[src/hw/rtl/cyclic_voltammetry_sweep_macros.svh]
// Assertion macros shared by the sweep sequencer RTL.
// Needs nothing else; included by files that carry concurrent assertions.
`ifndef CYCLIC_VOLTAMMETRY_SWEEP_MACROS_SVH
`define CYCLIC_VOLTAMMETRY_SWEEP_MACROS_SVH

// Same-cycle implication, checked at every rising edge outside reset.
`define CVS_ASSERT_SAME(label, clk, rst, cond, cons) \
   label: assert property (@(posedge clk) disable iff (rst) (cond) |-> (cons)) \
      else $error("sweep sequencer check failed");

// Next-cycle implication, checked at every rising edge outside reset.
`define CVS_ASSERT_NEXT(label, clk, rst, cond, cons) \
   label: assert property (@(posedge clk) disable iff (rst) (cond) |=> (cons)) \
      else $error("sweep sequencer check failed");

`endif

[src/hw/rtl/cvs_pkg.sv]
// Shared types and constants of the cyclic voltammetry sweep sequencer.
// No dependencies; used by all modules.
`timescale 1ns / 1ps
`default_nettype none

package cvs_pkg;

   // Byte address width of the register port: six registers at 4-byte spacing.
   localparam int unsigned CSR_ADDR_W = 5;

   // Input operation codes.
   typedef enum logic {
      OP_START = 1'b0,
      OP_TICK  = 1'b1
   } op_type;

   // Register indexes, the word address of the register port.
   typedef enum logic [2:0] {
      REG_BEGIN_VOLTAGE    = 3'd0,
      REG_FIRST_VERTEX     = 3'd1,
      REG_SECOND_VERTEX    = 3'd2,
      REG_STEP_SIZE        = 3'd3,
      REG_CYCLE_COUNT      = 3'd4,
      REG_SAMPLE_PERIOD_MS = 3'd5
   } reg_index_type;

   // Sweep segment, one-hot.
   typedef enum logic [2:0] {
      SEG_RISE_V1    = 3'b001,
      SEG_FALL_V2    = 3'b010,
      SEG_RISE_BEGIN = 3'b100
   } seg_type;

   // Configuration register contents.
   typedef struct packed {
      logic signed [15:0] begin_voltage;
      logic signed [15:0] first_vertex;
      logic signed [15:0] second_vertex;
      logic [14:0]        step_size;
      logic [7:0]         cycle_count;
      logic [15:0]        sample_period_ms;
   } cfg_type;

   // Sweep state.
   typedef struct packed {
      logic signed [15:0] setpoint;
      seg_type            segment;
      logic [7:0]         cycles_left;
      logic [31:0]        point_counter;
      logic [31:0]        time_counter;
      logic               running;
   } state_type;

   // One result record.
   typedef struct packed {
      logic [31:0]        point_index;
      logic [31:0]        elapsed_ms;
      logic [11:0]        measured_voltage;
      logic [11:0]        measured_current;
      logic signed [15:0] drive_setpoint;
      logic               last_point;
   } result_type;

endpackage

`default_nettype wire

[src/hw/rtl/cvs_channels.sv]
// Valid/ready channel interfaces for the sweep sequencer's request and result beats.
// Depends on nothing but plain logic types.
`timescale 1ns / 1ps
`default_nettype none

// Request channel: one beat is a start or a sample tick with two ADC codes.
interface cvs_req_if;
   logic        valid;
   logic        ready;
   logic        operation;
   logic [11:0] voltage_code;
   logic [11:0] current_code;

   modport source (output valid, output operation, output voltage_code,
                   output current_code, input ready);
   modport sink   (input valid, input operation, input voltage_code,
                   input current_code, output ready);
endinterface

// Result channel: one beat is one measurement point record.
interface cvs_rsp_if;
   logic               valid;
   logic               ready;
   logic [31:0]        point_index;
   logic [31:0]        elapsed_ms;
   logic [11:0]        measured_voltage;
   logic [11:0]        measured_current;
   logic signed [15:0] drive_setpoint;
   logic               last_point;

   modport source (output valid, output point_index, output elapsed_ms,
                   output measured_voltage, output measured_current,
                   output drive_setpoint, output last_point, input ready);
   modport sink   (input valid, input point_index, input elapsed_ms,
                   input measured_voltage, input measured_current,
                   input drive_setpoint, input last_point, output ready);
endinterface

`default_nettype wire

[src/hw/rtl/cvs_csr.sv]
// APB-style configuration register file of the sweep sequencer.
// Depends on cvs_pkg for the register layout and indexes.
`timescale 1ns / 1ps
`default_nettype none

module cvs_csr (
   input  wire logic                           clock,
   input  wire logic                           reset,
   input  wire logic                           psel,
   input  wire logic                           penable,
   input  wire logic                           pwrite,
   input  wire logic [cvs_pkg::CSR_ADDR_W-1:0] paddr,
   input  wire logic [31:0]                    pwdata,
   output logic      [31:0]                    prdata,
   output logic                                pready,
   output cvs_pkg::cfg_type                    cfg
);

   cvs_pkg::cfg_type      cfg_ff;
   cvs_pkg::cfg_type      cfg_in;
   cvs_pkg::reg_index_type reg_index;
   logic                  wr_en;

   assign pready    = 1'b1;
   assign reg_index = cvs_pkg::reg_index_type'(paddr[cvs_pkg::CSR_ADDR_W-1:2]);
   assign wr_en     = psel && penable && pwrite;
   assign cfg       = cfg_ff;

   // Write decode: a write to an unused address is dropped.
   always_comb begin
      cfg_in = cfg_ff;
      if (wr_en) begin
         unique case (reg_index)
            cvs_pkg::REG_BEGIN_VOLTAGE:    cfg_in.begin_voltage    = pwdata[15:0];
            cvs_pkg::REG_FIRST_VERTEX:     cfg_in.first_vertex     = pwdata[15:0];
            cvs_pkg::REG_SECOND_VERTEX:    cfg_in.second_vertex    = pwdata[15:0];
            cvs_pkg::REG_STEP_SIZE:        cfg_in.step_size        = pwdata[14:0];
            cvs_pkg::REG_CYCLE_COUNT:      cfg_in.cycle_count      = pwdata[7:0];
            cvs_pkg::REG_SAMPLE_PERIOD_MS: cfg_in.sample_period_ms = pwdata[15:0];
            default: ;
         endcase
      end
   end

   // Register bank with its documented reset values.
   always_ff @(posedge clock) begin
      if (reset) begin
         cfg_ff.begin_voltage    <= 16'sd0;
         cfg_ff.first_vertex     <= 16'sd0;
         cfg_ff.second_vertex    <= 16'sd0;
         cfg_ff.step_size        <= 15'd1;
         cfg_ff.cycle_count      <= 8'd1;
         cfg_ff.sample_period_ms <= 16'd1;
      end else begin
         cfg_ff <= cfg_in;
      end
   end

   // Read decode, zero-extended to the bus width.
   always_comb begin
      unique case (reg_index)
         cvs_pkg::REG_BEGIN_VOLTAGE:    prdata = {16'd0, cfg_ff.begin_voltage};
         cvs_pkg::REG_FIRST_VERTEX:     prdata = {16'd0, cfg_ff.first_vertex};
         cvs_pkg::REG_SECOND_VERTEX:    prdata = {16'd0, cfg_ff.second_vertex};
         cvs_pkg::REG_STEP_SIZE:        prdata = {17'd0, cfg_ff.step_size};
         cvs_pkg::REG_CYCLE_COUNT:      prdata = {24'd0, cfg_ff.cycle_count};
         cvs_pkg::REG_SAMPLE_PERIOD_MS: prdata = {16'd0, cfg_ff.sample_period_ms};
         default:                       prdata = 32'd0;
      endcase
   end

endmodule

`default_nettype wire

[src/hw/rtl/cvs_step.sv]
// Next-state and result logic for one request beat of the sweep sequencer.
// Depends on cvs_pkg for the state, configuration and result types.
`timescale 1ns / 1ps
`default_nettype none

module cvs_step (
   input  wire cvs_pkg::cfg_type    cfg,
   input  wire cvs_pkg::state_type  st,
   input  wire logic                operation,
   input  wire logic [11:0]         voltage_code,
   input  wire logic [11:0]         current_code,
   output cvs_pkg::state_type       st_in,
   output logic                     produce,
   output cvs_pkg::result_type      result
);

   logic signed [15:0] target;
   logic [14:0]        step;
   logic signed [16:0] sp_wide;
   logic signed [16:0] tg_wide;
   logic signed [16:0] step_wide;
   logic signed [16:0] sp_up;
   logic signed [16:0] sp_down;
   logic [7:0]         cycles_dec;
   logic               at_target;
   logic               last;

   // Target of the current segment; an unknown code aims at the first vertex.
   always_comb begin
      unique case (st.segment)
         cvs_pkg::SEG_FALL_V2:    target = cfg.second_vertex;
         cvs_pkg::SEG_RISE_BEGIN: target = cfg.begin_voltage;
         default:                 target = cfg.first_vertex;
      endcase
   end

   // One step either way, kept one bit wider so the clamp compare is exact.
   assign step       = (cfg.step_size == 15'd0) ? 15'd1 : cfg.step_size;
   assign sp_wide    = {st.setpoint[15], st.setpoint};
   assign tg_wide    = {target[15], target};
   assign step_wide  = {2'b00, step};
   assign sp_up      = sp_wide + step_wide;
   assign sp_down    = sp_wide - step_wide;
   assign at_target  = (st.setpoint == target);
   assign cycles_dec = st.cycles_left - 8'd1;

   // State update and result flag.
   always_comb begin
      st_in   = st;
      produce = 1'b0;
      last    = 1'b0;
      if (operation == cvs_pkg::OP_START) begin
         st_in.setpoint      = cfg.begin_voltage;
         st_in.segment       = cvs_pkg::SEG_RISE_V1;
         st_in.point_counter = 32'd0;
         st_in.time_counter  = 32'd0;
         st_in.cycles_left   = cfg.cycle_count;
         st_in.running       = (cfg.cycle_count != 8'd0);
      end else if (st.running) begin
         produce             = 1'b1;
         st_in.point_counter = st.point_counter + 32'd1;
         st_in.time_counter  = st.time_counter + {16'd0, cfg.sample_period_ms};
         if (at_target) begin
            // Arrived: move on to the next segment.
            unique case (st.segment)
               cvs_pkg::SEG_FALL_V2: st_in.segment = cvs_pkg::SEG_RISE_BEGIN;
               cvs_pkg::SEG_RISE_BEGIN: begin
                  st_in.segment     = cvs_pkg::SEG_RISE_V1;
                  st_in.cycles_left = cycles_dec;
                  if (cycles_dec == 8'd0) begin
                     last          = 1'b1;
                     st_in.running = 1'b0;
                  end
               end
               default: st_in.segment = cvs_pkg::SEG_FALL_V2;
            endcase
         end else if (st.segment == cvs_pkg::SEG_FALL_V2) begin
            st_in.setpoint = (sp_down < tg_wide) ? target : sp_down[15:0];
         end else begin
            st_in.setpoint = (sp_up > tg_wide) ? target : sp_up[15:0];
         end
      end
   end

   // The record carries the point and time before they advance.
   assign result.point_index      = st.point_counter;
   assign result.elapsed_ms       = st.time_counter;
   assign result.measured_voltage = voltage_code;
   assign result.measured_current = current_code;
   assign result.drive_setpoint   = st_in.setpoint;
   assign result.last_point       = last;

endmodule

`default_nettype wire

[src/hw/rtl/cyclic_voltammetry_sweep.sv]
// Cyclic voltammetry triangle sweep sequencer: one request beat per clock; an
// accepted sample tick has its record in the result register in the next
// cycle. The whole update is a single add, compare and clamp on the 16-bit
// setpoint, so a new beat is taken every cycle; req.ready drops only while a
// record sits in the result register and the sink is not taking it. A start
// beat and a tick while idle give no record. Configuration registers are live
// except cycle_count, which is read at start.
// Depends on cvs_pkg, cvs_channels, cvs_csr, cvs_step and the assertion macros.
`timescale 1ns / 1ps
`default_nettype none
`include "cyclic_voltammetry_sweep_macros.svh"

module cyclic_voltammetry_sweep (
   input  wire logic                           clock,
   input  wire logic                           reset,
   cvs_req_if.sink                             req_ch,
   cvs_rsp_if.source                           rsp_ch,
   input  wire logic                           psel,
   input  wire logic                           penable,
   input  wire logic                           pwrite,
   input  wire logic [cvs_pkg::CSR_ADDR_W-1:0] paddr,
   input  wire logic [31:0]                    pwdata,
   output logic      [31:0]                    prdata,
   output logic                                pready
);

   cvs_pkg::cfg_type    cfg;
   cvs_pkg::state_type  st_ff;
   cvs_pkg::state_type  st_in;
   cvs_pkg::result_type result;
   cvs_pkg::result_type rsp_data_ff;
   logic                rsp_valid_ff;
   logic                rsp_valid_in;
   logic                produce;
   logic                req_fire;

   // Register file.
   cvs_csr u_csr (
      .clock   (clock),
      .reset   (reset),
      .psel    (psel),
      .penable (penable),
      .pwrite  (pwrite),
      .paddr   (paddr),
      .pwdata  (pwdata),
      .prdata  (prdata),
      .pready  (pready),
      .cfg     (cfg)
   );

   // Sweep update for the beat on the request channel.
   cvs_step u_step (
      .cfg          (cfg),
      .st           (st_ff),
      .operation    (req_ch.operation),
      .voltage_code (req_ch.voltage_code),
      .current_code (req_ch.current_code),
      .st_in        (st_in),
      .produce      (produce),
      .result       (result)
   );

   // Take a beat whenever the result register is free or being emptied.
   assign req_ch.ready = !rsp_valid_ff || rsp_ch.ready;
   assign req_fire     = req_ch.valid && req_ch.ready;

   always_comb begin
      rsp_valid_in = rsp_valid_ff;
      if (req_fire) begin
         rsp_valid_in = produce;
      end else if (rsp_ch.ready) begin
         rsp_valid_in = 1'b0;
      end
   end

   // Sweep state.
   always_ff @(posedge clock) begin
      if (reset) begin
         st_ff.setpoint      <= 16'sd0;
         st_ff.segment       <= cvs_pkg::SEG_RISE_V1;
         st_ff.cycles_left   <= 8'd0;
         st_ff.point_counter <= 32'd0;
         st_ff.time_counter  <= 32'd0;
         st_ff.running       <= 1'b0;
      end else if (req_fire) begin
         st_ff <= st_in;
      end
   end

   // Result register.
   always_ff @(posedge clock) begin
      if (reset) begin
         rsp_valid_ff <= 1'b0;
      end else begin
         rsp_valid_ff <= rsp_valid_in;
      end
   end

   always_ff @(posedge clock) begin
      if (req_fire && produce) begin
         rsp_data_ff <= result;
      end
   end

   assign rsp_ch.valid            = rsp_valid_ff;
   assign rsp_ch.point_index      = rsp_data_ff.point_index;
   assign rsp_ch.elapsed_ms       = rsp_data_ff.elapsed_ms;
   assign rsp_ch.measured_voltage = rsp_data_ff.measured_voltage;
   assign rsp_ch.measured_current = rsp_data_ff.measured_current;
   assign rsp_ch.drive_setpoint   = rsp_data_ff.drive_setpoint;
   assign rsp_ch.last_point       = rsp_data_ff.last_point;

   // A held record must stall the request side.
   `CVS_ASSERT_SAME(a_stall_backpressure, clock, reset, rsp_valid_ff && !rsp_ch.ready, !req_ch.ready)
   // The final point of the last cycle leaves the sequencer idle.
   `CVS_ASSERT_NEXT(a_last_stops, clock, reset, req_fire && produce && result.last_point, !st_ff.running)
   // A beat that yields no record leaves the result register empty.
   `CVS_ASSERT_NEXT(a_no_spurious_rsp, clock, reset, req_fire && !produce, !rsp_valid_ff)

endmodule

`default_nettype wire

[src/flat_wrapper.sv]
// flat-port wrapper written by rule: the top's interface ports become plain ports
module cyclic_voltammetry_sweep_flat 
  (clock, reset, psel, penable, pwrite, paddr, pwdata, prdata, pready, req_ch_valid, req_ch_operation, req_ch_voltage_code, req_ch_current_code, req_ch_ready, rsp_ch_valid, rsp_ch_point_index, rsp_ch_elapsed_ms, rsp_ch_measured_voltage, rsp_ch_measured_current, rsp_ch_drive_setpoint, rsp_ch_last_point, rsp_ch_ready);
  cvs_req_if req_ch_i ();
  cvs_rsp_if rsp_ch_i ();
  input  wire logic clock;
  input  wire logic reset;
  input  wire logic psel;
  input  wire logic penable;
  input  wire logic pwrite;
  input  wire logic [cvs_pkg::CSR_ADDR_W-1:0] paddr;
  input  wire logic [31:0] pwdata;
  output logic      [31:0] prdata;
  output logic pready;
  input wire logic [$bits(req_ch_i.valid)-1:0] req_ch_valid;
  input wire logic [$bits(req_ch_i.operation)-1:0] req_ch_operation;
  input wire logic [$bits(req_ch_i.voltage_code)-1:0] req_ch_voltage_code;
  input wire logic [$bits(req_ch_i.current_code)-1:0] req_ch_current_code;
  output wire logic [$bits(req_ch_i.ready)-1:0] req_ch_ready;
  output wire logic [$bits(rsp_ch_i.valid)-1:0] rsp_ch_valid;
  output wire logic [$bits(rsp_ch_i.point_index)-1:0] rsp_ch_point_index;
  output wire logic [$bits(rsp_ch_i.elapsed_ms)-1:0] rsp_ch_elapsed_ms;
  output wire logic [$bits(rsp_ch_i.measured_voltage)-1:0] rsp_ch_measured_voltage;
  output wire logic [$bits(rsp_ch_i.measured_current)-1:0] rsp_ch_measured_current;
  output wire logic [$bits(rsp_ch_i.drive_setpoint)-1:0] rsp_ch_drive_setpoint;
  output wire logic [$bits(rsp_ch_i.last_point)-1:0] rsp_ch_last_point;
  input wire logic [$bits(rsp_ch_i.ready)-1:0] rsp_ch_ready;
  assign req_ch_i.valid = req_ch_valid;
  assign req_ch_i.operation = req_ch_operation;
  assign req_ch_i.voltage_code = req_ch_voltage_code;
  assign req_ch_i.current_code = req_ch_current_code;
  assign req_ch_ready = req_ch_i.ready;
  assign rsp_ch_valid = rsp_ch_i.valid;
  assign rsp_ch_point_index = rsp_ch_i.point_index;
  assign rsp_ch_elapsed_ms = rsp_ch_i.elapsed_ms;
  assign rsp_ch_measured_voltage = rsp_ch_i.measured_voltage;
  assign rsp_ch_measured_current = rsp_ch_i.measured_current;
  assign rsp_ch_drive_setpoint = rsp_ch_i.drive_setpoint;
  assign rsp_ch_last_point = rsp_ch_i.last_point;
  assign rsp_ch_i.ready = rsp_ch_ready;
  cyclic_voltammetry_sweep u_core (.clock(clock), .reset(reset), .req_ch(req_ch_i), .rsp_ch(rsp_ch_i), .psel(psel), .penable(penable), .pwrite(pwrite), .paddr(paddr), .pwdata(pwdata), .prdata(prdata), .pready(pready));
endmodule
[config.mk]
export PLATFORM = sky130hd
export DESIGN_NAME = cyclic_voltammetry_sweep_flat
export DESIGN_NICKNAME = d
export VERILOG_FILES = /design/src/hw/rtl/cvs_pkg.sv /design/src/hw/rtl/cvs_channels.sv /design/src/hw/rtl/cvs_csr.sv /design/src/hw/rtl/cvs_step.sv /design/src/hw/rtl/cyclic_voltammetry_sweep.sv /design/src/flat_wrapper.sv
export VERILOG_INCLUDE_DIRS = /design/src /design/src/hw/rtl
export SDC_FILE = /design/constraint.sdc
export NUM_CORES = 1
export LEC_CHECK = 0
export ABC_CLOCK_PERIOD_IN_PS = 13000
export BUFFER_PORTS_ARGS = -buffer_cell sky130_fd_sc_hd__buf_2
export CAP_MARGIN = 5
export CORE_MARGIN = 8
export CORE_UTILIZATION = 27
export CTS_CLUSTER_SIZE = 40
export DETAILED_ROUTE_END_ITERATION = 8
export SYNTH_ARGS = -nofsm -noshare
export SYNTH_HDL_FRONTEND = slang
export SYNTH_HIERARCHICAL = 1
export SYNTH_SLANG_ARGS = --single-unit
[constraint.sdc]
create_clock -name clock -period 13 [get_ports clock]
set_input_delay 1.3 -clock clock [delete_from_list [all_inputs] [get_ports clock]]
set_output_delay 1.3 -clock clock [all_outputs]
set_load 0.1 [all_outputs]
==> run metrics, run 1 <==
setup violators final 0; Synth Area in XOR/XNOR 0.0379; Clock Sinks 285; maximum VDD drop approximately 0.077 mV; Post-DRT Antenna Nets 0; gr usage total 0.140; total length of routed met2 wires 25.6 mm; mux share of post-synthesis cell area 0.0761; Synth Area in Adders 0.0566; Period minus WS final 6.78 ns; Synth top area share 0.184; simple-gate share of the synthesized area 0.213; top sig layer met4; cells on worst reg2reg path 21; worst-path cell chain nor4_1 -> a41o_1 -> ha_1 -> nor2b_1 -> o2111a_1 -> nor4_1 -> o31ai_1 -> o41ai_1 -> a21oi_1 -> xnor2_1 -> ha_1 -> nand4_1 -> a211oi_1 -> or3_1 -> o211ai_1 -> nand2_2 -> nor2_1 -> a2111oi_0 -> a211o_1 -> nand4b_1 -> o21ai_2; multi-input logic area 0.0110 sq mm; ANT cells 0; EDFF count, synth 105; Pwr Density 106 mW/mm^2; Seq/Total Area, Yosys 0.344; Yosys cell types 97; fin util 0.296; final wirelength 60.9 mm; post-CTS setup buffer count 0; nets@finish around 2200; DIE HEIGHT 286 um; Layout Skew 0.0272 ns; routed vias 15800; max-slew violations 0; hpwl dp 43.4 mm; post-synthesis compound-gate area fraction 0.174; met1 wire length 29.2 mm; family with the most delay on the worst path compound AO/OA/AOI/OAI gates; number of port buffers 173; H-tree level count 2; Final Cycle Share 0.521; DR pass1 iterations 6; Clock Path Buffers 3; CP startpoint kind register; slew margin rel. 0.174; met3 routed WL 4.61 mm; hold bufs inserted after CTS 0; Peak Freq 148 MHz; Critical R2R Capture u_core/st_ff[83]$_SDFFE_PP0P_; largest family of logic cells by synthesized area simple AND/OR/NAND/NOR gates; Leakage 8.02 nW; unrepaired setup endpoints after global routing false; Final Non-Filler Cells around 3000; cell taking the most area after synthesis dfxtp_1; PostCTS Resize Cnt 0; first-pass GRT wire length 91.0 mm; status finished, final reports clean; DR iter-0 viols 1624; synthesized flop and latch total 285; Hold Startpoint u_core/st_ff[32]$_SDFFE_PP0P_; Reg area around 0.0068 sq mm; synthesized cell area 0.0196 sq mm; Critical path buffers and inverters 0; worst hold path stage count 0; max-cap check violation count 0; CP Class reg -> reg; row count 99; async set-reset flop share out of synthesis 0; area growth from synthesis to layout 9.14%; number of synthesis warnings 6; hold endpoint u_core/rsp_ch.elapsed_ms[31]$_DFFE_PP_; clk_lat worst skew 0.54 ns; CP max stage delay just over 0.7 ns; total power 2.26 mW; Post-Syn Area per Cell 9.26 sq um; Hold/Removal Path Class reg -> reg; Starting Density 0.271; largest net degree at the start of global routing 118; Fill cells 7586; CP max FO 11; vias in the first global route 14600; Crit-path slowest cell nor2_1; clk slew on worst S/H paths 0.06 ns; CTS tree yes; Slew @ Worst Pin around 1.2 ns; Mapped Cells 2119; cts bufs inserted 36; Worst EP required 13.39 ns; CORE AREA 0.0725 sq mm; CTS root buffer clkbuf_16; Setup crit end kind register; most frequent cells in the layout nand2b_1, dfxtp_1, buf_2, nor2_1, mux2i_1; WL/cell 19.8 um; Placed Cells about 3000; DRC 0; final setup TNS 0 ns; GPL Wtd Cong about 0.95; initial antenna violation count 1; Synth area leaders dfxtp_1, edfxtp_1, nand2b_1, mux2i_1, ha_1; share of cells above drive strength 1 0.181; Die Area approximately 0.082 sq mm; chip width 286 um; reg-to-reg slack, setup 6.22 ns; reg-to-reg critical path startpoint u_core/u_csr/cfg[26]$_SDFFE_PP0P_; Final Hold Fails 0; Primary FF master, synth dfxtp_1; I/O pins 209; GR Overflow Total 0; Worst EP arrival 7.17 ns; via density per instance 5.15; most common cell after layout, fill and taps aside nand2b_1
==> through the flow <==
step | hold WS [ns] | worst slack, ns | area [sq um]
finish | 0.495 | 6.22 | 21400
global route | 0.504 | 5.75 | 21400
detailed placement | 0.480 | 6.43 | 20200
floorplan | 0.446 | 5.15 | 19700
global placement | 0.472 | 6.43 | 20200
CTS | 0.494 | 6.39 | 21400
==> flip-flops by register name, summed over array words and instances (netlist names) <==
| name | cells |
|---|---|
| u_core/rsp_ch.point_index | 32 |
| u_core/st_ff | 92 |
| u_core/rsp_ch.valid | 1 |
| u_core/rsp_ch.elapsed_ms | 32 |
| u_core/u_csr/cfg | 87 |
| u_core/rsp_ch.drive_setpoint | 16 |
| u_core/rsp_ch.measured_current | 12 |
| u_core/rsp_ch.measured_voltage | 12 |
| u_core/rsp_ch.last_point | 1 |
==> routing by layer <==
metal | vias up | GRT usage
met5 | - | 0
met4 | 0 | 0.0374
met3 | 89 | 0.0309
met2 | 563 | 0.206
met1 | 7641 | 0.205
li1 | 7539 | -
==> synth_stat cells, drive strengths merged (25+ instances only) <==
cell type and number:
a21oi 66, buf 173, clkbuf 100, dfxtp 180, edfxtp 105, ha 84
inv 67, mux2i 120, nand2 76, nand2b 209, nand3 27, nand4b 93
nor2 134, nor3 32, o21ai 168, o22ai 25, xnor2 55, xor2 30
==> worst max-delay path by stage <==
stage / cells after the start / from / to
floorplan: 4 / rsp_ch_ready / u_core/rsp_ch.drive_setpoint[0]$_DFFE_PP_
global placement: 21 / u_core/u_csr/cfg[26]$_SDFFE_PP0P_ / u_core/st_ff[83]$_SDFFE_PP0P_
detailed placement: 21 / u_core/u_csr/cfg[34]$_SDFFE_PP0P_ / u_core/st_ff[83]$_SDFFE_PP0P_
CTS: 21 / u_core/u_csr/cfg[34]$_SDFFE_PP0P_ / u_core/st_ff[83]$_SDFFE_PP0P_
global route: 21 / u_core/u_csr/cfg[33]$_SDFFE_PP0P_ / u_core/st_ff[83]$_SDFFE_PP0P_
finish: 21 / u_core/u_csr/cfg[26]$_SDFFE_PP0P_ / u_core/st_ff[83]$_SDFFE_PP0P_
==> cells by family (layout without fill, tap and decap cells) <==
logic type      after synthesis  count (layout)
simple gates                707             707
mux                         145             145
fa+ha+maj                    87              87
flops                       285             285
other cells                   2              17
xor+xnor                     85              85
buf+inv                     341             324
compound gates              467             467
==> power breakdown <==
group	internal [mW]	total, mW	switching [mW]
clock	0.597	1.00	0.408
sequential	0.932	0.943	0.0114
combinational	0.0958	0.314	0.219
total	1.62	2.26	0.638
==> final cells by class <==
cell class | count | area share
Clock inverter | 17 | 0.00888
Clock buffer | 47 | 0.0459
Multi-Input combinational cell | 1508 | 0.514
Inverter | 68 | 0.0119
Sequential cell | 285 | 0.315
Timing Repair Buffer | 192 | 0.0475
Tap cell | 959 | 0.0560
Note: power is estimated with default switching activity, not from simulation.
==> inputs of run 2 (changes only) <==
- ABC_CLOCK_PERIOD_IN_PS: 13000 -> 6500
- clock period: 13 -> 6.5 ns (I/O delays scaled with it)
==> run metrics, run 2 (synthesized netlist as in run 1, its figures left out) <==
DR iter-0 viols 1515 (was 1624); max-cap check violation count 0 (unchanged); clk slew on worst S/H paths 0.06 ns (about the same); post-route cell area 0.0216 sq mm (was 0.0214 sq mm); Worst Hold Margin 0.283 ns (was 0.495 ns); DIE HEIGHT 286 um (unchanged); hold bufs inserted after CTS 0 (unchanged); cts bufs inserted 36 (unchanged); Worst EP arrival 6.51 ns (was 7.17 ns); H-tree level count 2 (unchanged); reg-to-reg slack, setup 0.46 ns (was 6.22 ns); routed vias 15900 (was 15800); Peak Freq 165 MHz (was 148 MHz); Leakage 8.11 nW (was 8.02 nW); Crit-path slowest cell or4_4 (was nor2_1); final setup TNS 0 ns (unchanged); Largest register FFs 92 (unchanged); row count 99 (unchanged); WL/cell 19.8 um (about the same); initial antenna violation count 1 (unchanged); status finished, final reports clean (unchanged); Post-Place Setup Slack 0.538 ns (was 6.43 ns); DR pass1 iterations 5 (was 6); I/O pins 209 (unchanged); Clock Sinks 285 (unchanged); reg-to-reg critical path startpoint u_core/u_csr/cfg[33]$_SDFFE_PP0P_ (was u_core/u_csr/cfg[26]$_SDFFE_PP0P_); CTS root buffer clkbuf_16 (unchanged); placed instance area 0.0204 sq mm (was 0.0202 sq mm); most common cell after layout, fill and taps aside nand2b_1 (unchanged); Final Cycle Share 0.930 (was 0.521); worst-path cell chain nor4_1 -> a41o_1 -> ha_1 -> inv_1 -> fa_1 -> a211oi_1 -> o21ai_0 -> nand3b_1 -> nand2_1 -> a221o_1 -> xor2_1 -> ha_1 -> nand4_1 -> a211oi_1 -> or3_1 -> or4_4 -> nand2_2 -> nor2_1 -> buf_4 -> a211o_1 -> a31oi_1 -> nand4b_1 -> o21ai_2 (was nor4_1 -> a41o_1 -> ha_1 -> nor2b_1 -> o2111a_1 -> nor4_1 -> o31ai_1 -> o41ai_1 -> a21oi_1 -> xnor2_1 -> ha_1 -> nand4_1 -> a211oi_1 -> or3_1 -> o211ai_1 -> nand2_2 -> nor2_1 -> a2111oi_0 -> a211o_1 -> nand4b_1 -> o21ai_2); max-slew violations 0 (unchanged); Layout Skew 0.0333 ns (was 0.0272 ns); CP max FO 8 (was 11); family with the most delay on the worst path simple AND/OR/NAND/NOR gates (was compound AO/OA/AOI/OAI gates); CP startpoint kind register (unchanged); Final Hold Fails 0 (unchanged); min setup slack post-route 0.457 ns (was 6.22 ns); GPL Wtd Cong 0.941 (was 0.948); CORE AREA 0.0725 sq mm (unchanged); gr usage total 0.142 (was 0.140); crit path launch u_core/u_csr/cfg[33]$_SDFFE_PP0P_ (was u_core/u_csr/cfg[26]$_SDFFE_PP0P_); CTS tree yes (unchanged); DRC 0 (unchanged); Starting Density 0.271 (unchanged); Slew @ Worst Pin 1.18 ns (was 1.23 ns); Biggest register u_core/st_ff (unchanged); slew margin rel. 0.213 (was 0.174); maximum VDD drop 0.179 mV (was 0.0768 mV); chip width 286 um (unchanged); CP max stage delay 0.56 ns (was 0.71 ns); Pwr Density 209 mW/mm^2 (was 106 mW/mm^2); ANT cells 0 (unchanged); unrepaired setup endpoints after global routing false (unchanged); vias in the first global route 14500 (was 14600); Hold/Removal Path Class in -> reg (was reg -> reg); setup violators final 0 (unchanged); share of cells above drive strength 1 0.189 (was 0.181); total power 4.50 mW (was 2.26 mW); CP Class reg -> reg (unchanged); Post-DRT Antenna Nets 0 (unchanged); post-CTS setup buffer count 0 (unchanged); most frequent cells in the layout nand2b_1, dfxtp_1, buf_2, nor2_1, mux2i_1 (unchanged); nets@finish 2269 (was 2247); Worst EP required 6.97 ns (was 13.39 ns); area growth from synthesis to layout 9.98% (was 9.14%); largest net degree at the start of global routing 167 (was 118); number of port buffers 173 (unchanged); Die Area 0.0816 sq mm (unchanged); Setup crit end kind register (unchanged); GR Overflow Total 0 (unchanged); clk_lat worst skew 0.56 ns (was 0.54 ns); Period minus WS final 6.04 ns (was 6.78 ns); Clock Path Buffers 3 (unchanged); Critical path buffers and inverters 2 (was 0); final wirelength 61.4 mm (was 60.9 mm); Hold Startpoint req_ch_current_code[3] (was u_core/st_ff[32]$_SDFFE_PP0P_); hpwl dp 44.0 mm (was 43.4 mm); first-pass GRT wire length 91.4 mm (was 91.0 mm); via density per instance 5.14 (was 5.15)
-- run 2: per-layer routing --
layer / GRT usage / share of wire / wire, um / up-vias
li1: - / - / - / 7599
met1: 0.203 / 0.47 / 28900 / 7713
met2: 0.211 / 0.43 / 26400 / 556
met3: 0.0355 / 0.081 / 4990 / 74
met4: 0.0340 / 0.019 / 1170 / 0
met5: 0 / 0 / 0 / -
-- run 2: final timing paths --
kind | endpoint | cells past startpoint
max reg2reg | u_core/st_ff[81]$_SDFFE_PP0P_ | 23
min | u_core/rsp_ch.measured_current[3]$_DFFE_PP_ | 1
max | u_core/st_ff[81]$_SDFFE_PP0P_ | 23
min reg2reg | u_core/rsp_ch.elapsed_ms[31]$_DFFE_PP_ | 0
-- run 2: worst reg2reg max path, stage by stage (launching register included) --
cell and delay [ns]:
dfxtp_1 0.30, nor4_1 0.39, a41o_1 0.36, ha_1 0.27, inv_1 0.07, fa_1 0.42, a211oi_1 0.28, o21ai_0 0.25
nand3b_1 0.19, nand2_1 0.11, a221o_1 0.37, xor2_1 0.23, ha_1 0.29, nand4_1 0.19, a211oi_1 0.07, or3_1 0.40
or4_4 0.56, nand2_2 0.08, nor2_1 0.14, buf_4 0.20, a211o_1 0.29, a31oi_1 0.25, nand4b_1 0.15, o21ai_2 0.10
-- run 2: final cells by class --
| cell class | instances | area (sq um) |
|---|---|---|
| well taps | 959 | 1200 |
| inverters | 68 | 255 |
| clock buffers | 52 | 1030 |
| fillers | 7622 | 50900 |
| clock inverters | 14 | 125 |
| repair buffers | 214 | 1190 |
| flip-flops and latches | 285 | 6760 |
| multi-input cells | 1508 | 11000 |
-- run 2: power breakdown --
part	switching [mW]	leakage, nW	total, mW	internal (mW)
registers	0.0212	2.41	1.89	1.86
clock network	0.823	0.565	1.98	1.16
logic	0.441	5.13	0.638	0.197
total	1.28	8.11	4.50	3.22
-- run 2: timing repair --
action                                  in CTS  in global routing
hold endpoints to repair                     0                  0
resized for setup                            0                  1
endpoints found under the setup margin       0                  1
-- run 2: through the flow --
step,instances,utilization
after floorplan,2134,-
after global placement,3034,0.282
after detailed placement,3034,0.282
after CTS,3100,0.298
after global routing,3100,0.298
final,3100,0.298
